**src/hdl/env_pkg.sv**
```systemverilog
`default_nettype none

package env_pkg;

    localparam int unsigned LEN_W  = 12;
    localparam int unsigned CHAR_W = 8;

    localparam logic [LEN_W-1:0] MAX_LEN_RESET = 12'd255;

    localparam logic [CHAR_W-1:0] CH_SLASH = 8'h2F;  // '/'
    localparam logic [CHAR_W-1:0] CH_DOT   = 8'h2E;  // '.'
    localparam logic [CHAR_W-1:0] CH_UNDER = 8'h5F;  // '_'
    localparam logic [CHAR_W-1:0] CH_DASH  = 8'h2D;  // '-'

    localparam logic [1:0] SEG_CNT_MIN = 2'd2;

    typedef enum logic [1:0] {
        SEG_EMPTY  = 2'd0,
        SEG_DOT    = 2'd1,
        SEG_DOTDOT = 2'd2,
        SEG_OTHER  = 2'd3
    } t_seg_class;

    typedef struct packed {
        logic [LEN_W-1:0] len;
        t_seg_class       cls;
        logic [1:0]       cnt;
        logic             rej;
    } t_name_state;

    // one item after the input register
    typedef struct packed {
        logic [CHAR_W-1:0] char_code;
        logic              last;
        logic              empty_name;
    } t_char_beat;

    localparam t_name_state NAME_STATE_RESET = '{
        len: '0, cls: SEG_EMPTY, cnt: 2'd0, rej: 1'b0
    };

    function automatic logic is_allowed(input logic [CHAR_W-1:0] c);
        logic lower, upper, digit;
        lower = (c >= 8'h61) && (c <= 8'h7A);
        upper = (c >= 8'h41) && (c <= 8'h5A);
        digit = (c >= 8'h30) && (c <= 8'h39);
        return lower || upper || digit || (c == CH_DOT) || (c == CH_UNDER)
            || (c == CH_DASH);
    endfunction

endpackage

`default_nettype wire

```
**src/hdl/entry_name_validator_unit.sv**
```systemverilog
// Channel | Handshake                         | Beat fields
// --------+-----------------------------------+------------------------------------
// in      | i_in_valid / o_in_stall           | i_char_code, i_last, i_empty_name
// out     | o_out_valid / i_out_stall         | o_valid_res
// cfg     | i_cfg_we (no wait)                | i_max_name_length
//
// One character beat per cycle while o_in_stall is low. A beat lands in the
// input register; when it advances, it updates the name state and a final
// beat loads the verdict into the result register, which offers it on out.
// Reset (i_rst_n low, synchronous) empties both registers, clears the name
// state and loads a limit of 255.
// A stall on out only holds the input side when a verdict beat waits behind a
// full output register; character beats that end no name keep flowing.
`default_nettype none

module entry_name_validator_unit (
    input  var logic                      i_clk,
    input  var logic                      i_rst_n,
    input  var logic                      i_cfg_we,
    input  var logic [env_pkg::LEN_W-1:0] i_max_name_length,
    input  var logic                      i_in_valid,
    output var logic                      o_in_stall,
    input  var logic [7:0]                i_char_code,
    input  var logic                      i_last,
    input  var logic                      i_empty_name,
    output var logic                      o_out_valid,
    input  var logic                      i_out_stall,
    output var logic                      o_valid_res
);
    import env_pkg::*;

    logic [LEN_W-1:0] r_max_len;

    // input register
    logic       r_in_vld;
    t_char_beat r_beat;

    // running name state
    t_name_state r_state;
    t_name_state n_state;

    // result register
    logic r_out_vld;
    logic r_res;

    logic step_done;
    logic step_ok;
    logic advance;
    logic in_take;
    logic out_free;

    env_char_step u_step (
        .i_state   (r_state),
        .i_beat    (r_beat),
        .i_max_len (r_max_len),
        .o_state   (n_state),
        .o_done    (step_done),
        .o_ok      (step_ok)
    );

    // the result slot is free if empty or being drained this edge
    assign out_free   = !r_out_vld || !i_out_stall;
    assign advance    = r_in_vld && (!step_done || out_free);
    assign o_in_stall = r_in_vld && !advance;
    assign in_take    = i_in_valid && !o_in_stall;

    always_ff @(posedge i_clk) begin
        if (!i_rst_n) begin
            r_max_len <= MAX_LEN_RESET;
        end else if (i_cfg_we) begin
            r_max_len <= i_max_name_length;
        end
    end

    always_ff @(posedge i_clk) begin
        if (!i_rst_n) begin
            r_in_vld <= 1'b0;
        end else if (in_take) begin
            r_in_vld <= 1'b1;
        end else if (advance) begin
            r_in_vld <= 1'b0;
        end
    end

    always_ff @(posedge i_clk) begin
        if (in_take) begin
            r_beat.char_code  <= i_char_code;
            r_beat.last       <= i_last;
            r_beat.empty_name <= i_empty_name;
        end
    end

    always_ff @(posedge i_clk) begin
        if (!i_rst_n) begin
            r_state <= NAME_STATE_RESET;
        end else if (advance) begin
            r_state <= n_state;
        end
    end

    always_ff @(posedge i_clk) begin
        if (!i_rst_n) begin
            r_out_vld <= 1'b0;
        end else if (advance && step_done) begin
            r_out_vld <= 1'b1;
        end else if (!i_out_stall) begin
            r_out_vld <= 1'b0;
        end
    end

    always_ff @(posedge i_clk) begin
        if (advance && step_done) begin
            r_res <= step_ok;
        end
    end

    assign o_out_valid = r_out_vld;
    assign o_valid_res = r_res;

endmodule

`default_nettype wire

```
**src/hdl/env_char_step.sv**
```systemverilog
`default_nettype none

module env_char_step (
    input  var env_pkg::t_name_state       i_state,
    input  var env_pkg::t_char_beat        i_beat,
    input  var logic [env_pkg::LEN_W-1:0]  i_max_len,
    output var env_pkg::t_name_state       o_state,
    output var logic                       o_done,
    output var logic                       o_ok
);
    import env_pkg::*;

    t_name_state s_take;
    t_name_state s_close;

    // per-character update
    always_comb begin
        s_take = i_state;
        if (!i_beat.empty_name) begin
            if (i_state.len >= i_max_len) begin
                s_take.rej = 1'b1;
            end else begin
                s_take.len = i_state.len + LEN_W'(1);
            end
            if (i_beat.char_code == CH_SLASH) begin
                if (i_state.cls != SEG_OTHER) s_take.rej = 1'b1;
                if (i_state.cnt < SEG_CNT_MIN) s_take.cnt = i_state.cnt + 2'd1;
                s_take.cls = SEG_EMPTY;
            end else if (!is_allowed(i_beat.char_code)) begin
                s_take.rej = 1'b1;
                s_take.cls = SEG_OTHER;
            end else if (i_beat.char_code == CH_DOT) begin
                unique case (i_state.cls)
                    SEG_EMPTY: s_take.cls = SEG_DOT;
                    SEG_DOT:   s_take.cls = SEG_DOTDOT;
                    default:   s_take.cls = SEG_OTHER;
                endcase
            end else begin
                s_take.cls = SEG_OTHER;
            end
        end
    end

    // end of name: close the open segment and judge
    always_comb begin
        s_close = s_take;
        if (s_take.cls != SEG_OTHER) s_close.rej = 1'b1;
        if (s_take.cnt < SEG_CNT_MIN) s_close.cnt = s_take.cnt + 2'd1;
        o_done = i_beat.empty_name || i_beat.last;
        o_ok   = !s_close.rej && (s_close.len != '0) && (s_close.cnt >= SEG_CNT_MIN);
        o_state = o_done ? NAME_STATE_RESET : s_take;
    end

endmodule

`default_nettype wire

```
**config.mk**
```make
export PLATFORM = sky130hd
export DESIGN_NAME = entry_name_validator_unit
export DESIGN_NICKNAME = d
export VERILOG_FILES = /design/src/hdl/env_pkg.sv /design/src/hdl/entry_name_validator_unit.sv /design/src/hdl/env_char_step.sv
export SDC_FILE = /design/constraint.sdc
export NUM_CORES = 1
export LEC_CHECK = 0
export CORE_UTILIZATION = 39
export CTS_CLUSTER_DIAMETER = 150
export DETAILED_ROUTE_END_ITERATION = 7
export DONT_BUFFER_PORTS = 1
export GPL_ROUTABILITY_DRIVEN = 0
export GPL_TIMING_DRIVEN = 0
export HOLD_SLACK_MARGIN = 0.03
export PLACE_DENSITY = 0.59
export SETUP_SLACK_MARGIN = 0.1
export SKIP_LAST_GASP = 1
export SLEW_MARGIN = 20
export SYNTH_ARGS = -nofsm -noshare
export SYNTH_HDL_FRONTEND = slang
export SYNTH_SLANG_ARGS = --single-unit
```
**constraint.sdc**
```tcl
create_clock -name i_clk -period 2.1 [get_ports i_clk]
set_clock_uncertainty 0.1 [all_clocks]
set_input_delay 0.21 -clock i_clk [delete_from_list [all_inputs] [get_ports i_clk]]
set_output_delay 0.21 -clock i_clk [all_outputs]
set_load 0.01 [all_outputs]
```
==> metrics.csv <==
metric,value,unit
die_area,6490,sq um
antenna_left,0,
synth_cells,261,
fin_ws,-0.286,ns
fin_nets,349,
p_int,1.21,mW
syn_area_per_cell,9.22,sq um
period_needed,2.39,ns
cts.path.max_buffers,2,
cp-start-kind,flip-flop,
comb_power_share,13.8,%
critPathArrivalTime,2.34,ns
p_leak,1.25,nW
grt-ovfl-total,0,
path_class,reg2reg,
hpwlAfterDp,3570,um
final_cell_count_no_fill,384,
die_x,80.5,um
vias,2074,
drc,0,
synth_edf_count,11,
final_util,54.6,%
cts_tree,done,
seq_area_frac_synth,39.5,%
slew_violations,0,
cp.required,2.05,ns
async_flop_share,0,%
die_h,80.5,um
tightest_slew,0.851,ns
final-hold-violation-count,0,
cts.sinks,42,
drtIter0Drc,148,
via_per_inst,5.40,
max-cap-violations,0,
rows,28,
yosysUniqueCellTypes,57,
cts_htree_levels,2,
dr.pass1.iters,4,
cts_buffers,5,
grt_pass1_vias,1911,
p_switching,0.448,mW
outcome,"complete, but fails checks",
ios,30,
sw_frac_of_total,27.0,%
core-area,5920,sq um
drive_gt1_share,31.7,%
rsz0062_at_grt,yes,
setup-violations-final,10,
numPortBuffers,0,
pre_cts_ws,-0.332,ns
clk_latency,0.30,ns
powerDensity,513,nW/um^2
crit_path_end_kind,flip-flop,
wl_per_cell,14.8,um
worst-path-buf-inv,2,
hold_path.class,in2reg,
grt_pass1_wl,8830,um
antenna_found_initial,0,
ys.flop_type,dfxtp_1,
synthesis.nets,302,
pwr-share-clk,33.2,%
synth_warnings,0,
diodes,0,
grt_max_degree,16,
post-route-period-util,114,%
syn_area,2410,sq um
synth_seq_cells,42,
seqPwrFrac,52.9,%
violations,negative setup slack,
dp.cells,336,
root_buffer,clkbuf_8,
wl,5680,um
clock.fmax,0.419,GHz
hold_slack,0.145,ns
cp_slowest_cell,dfxtp_2,
ir_worst_vdd,494,uV
cp_top_family,compound AO/OA/AOI/OAI gates,
finalSetupTns,-1.08,ns
max_stage_delay,0.33,ns
cp_cell_sequence,inv_2 -> ha_4 -> a211oi_2 -> o21ai_2 -> a41oi_2 -> buf_6 -> o2111ai_2 -> xor2_1 -> o2111ai_1 -> o31a_1,
start_util,40.6,%
area_delta_synth_final,34.3,%
worst-path-max-fanout,4,
maxSlewHeadroom,42.9,%
path_clk_slew,0.08,ns
grt_use_total,18.0,%
==> cell families (layout without fill, tap and decap cells) <==
group	after synthesis	count (layout)	synth area share, %
buffers and inverters	28	76	5.15
adder cells (fa/ha/maj)	14	14	7.28
AO/OA/AOI/OAI	74	74	21.7
flip-flops	42	42	39.5
multiplexers	7	7	2.91
XOR/XNOR	7	7	2.55
AND/OR/NAND/NOR	89	89	20.9
==> synthesized netlist by cell type (5+ instances only) <==
master,count,share of area (%)
clkbuf_1,8,1.2
nand2_1,23,3.6
a31oi_1,5,1.3
nor2_1,15,2.3
mux2i_1,7,2.9
a21oi_1,11,2.3
o211ai_1,8,2.5
inv_1,15,2.3
nor2b_1,12,3.1
xor2_1,5,1.8
ha_1,14,7.3
dfxtp_1,31,26
o21ai_0,16,3.3
edfxtp_1,11,14
==> cell usage in the layout (no fill, tap or decap), types with 8 or more instances in the layout <==
master	n
dlygate4sd3_1	24
nand2_1	20
dfxtp_1	18
buf_4	12
nor2b_1	11
edfxtp_1	11
nor2_1	10
dfxtp_2	10
o21ai_0	9
inv_1	8
a21oi_1	8
clkbuf_1	8
o211ai_1	8
ha_1	8
==> final timing paths <==
kind	startpoint	end	slack, ns	cells past startpoint
setup / recovery	r_max_len[2]	o_valid_res	-0.29	10
hold / removal	i_out_stall	o_out_valid	0.15	3
setup reg to reg	r_max_len[2]	o_valid_res	-0.29	10
hold reg to reg	r_max_len[4]	r_max_len[4]	0.40	2
==> layout make-up <==
class	instances	area (sq um)
plain buffers	13	67.6
clock buffers	5	68.8
clock inverters	3	25.0
fillers	522	2690
inverters	15	56.3
multi-input cells	191	1570
flip-flops and latches	42	975
well taps	75	93.8
repair buffers	40	379
==> tightest hold or removal path, stage by stage <==
cell	delay, ns
nand2_1	0.09
o21ai_0	0.09
and2_1	0.12
==> sequential cells by signal, summed over array words and instances, names as in the netlist <==
| signal | flops |
|---|---|
| r_state | 17 |
| r_max_len | 12 |
| r_beat | 10 |
| o_valid_res | 1 |
| o_out_valid | 1 |
| r_in_vld | 1 |
==> metal layers <==
layer,GRT usage [%],wire [um],share of wire (%),up-vias
met5,0,0,0,-
met4,5.89,78,1.4,0
met3,3.98,314,5.5,9
met1,22.9,2530,45,966
met2,30.1,2760,49,55
li1,-,-,-,1044
==> power groups by stage <==
stage	clock, mW	sequential [mW]	combinational, mW
final	0.551	0.878	0.230
after global routing	0.602	0.882	0.250
after CTS	0.574	0.881	0.190
after detailed placement	0	0.899	0.135
after global placement	0	0.898	0.134
after floorplan	0	0.894	0.105
==> metrics by stage <==
step | power, mW | area (sq um)
after global routing | 1.73 | 3230
after detailed placement | 1.03 | 2500
after floorplan | 1.00 | 2410
after CTS | 1.65 | 2990
after global placement | 1.03 | 2500
final | 1.66 | 3230
==> timing repair <==
action,4_1_cts,5_1_grt
endpoints found under the hold margin,25,0
resized for setup,40,34
cloned,0,0
setup endpoints to repair,24,28
setup buffers,6,10
pin swaps,18,20
hold buffers,24,0
No activity file was read; power rests on OpenSTA's default activity.
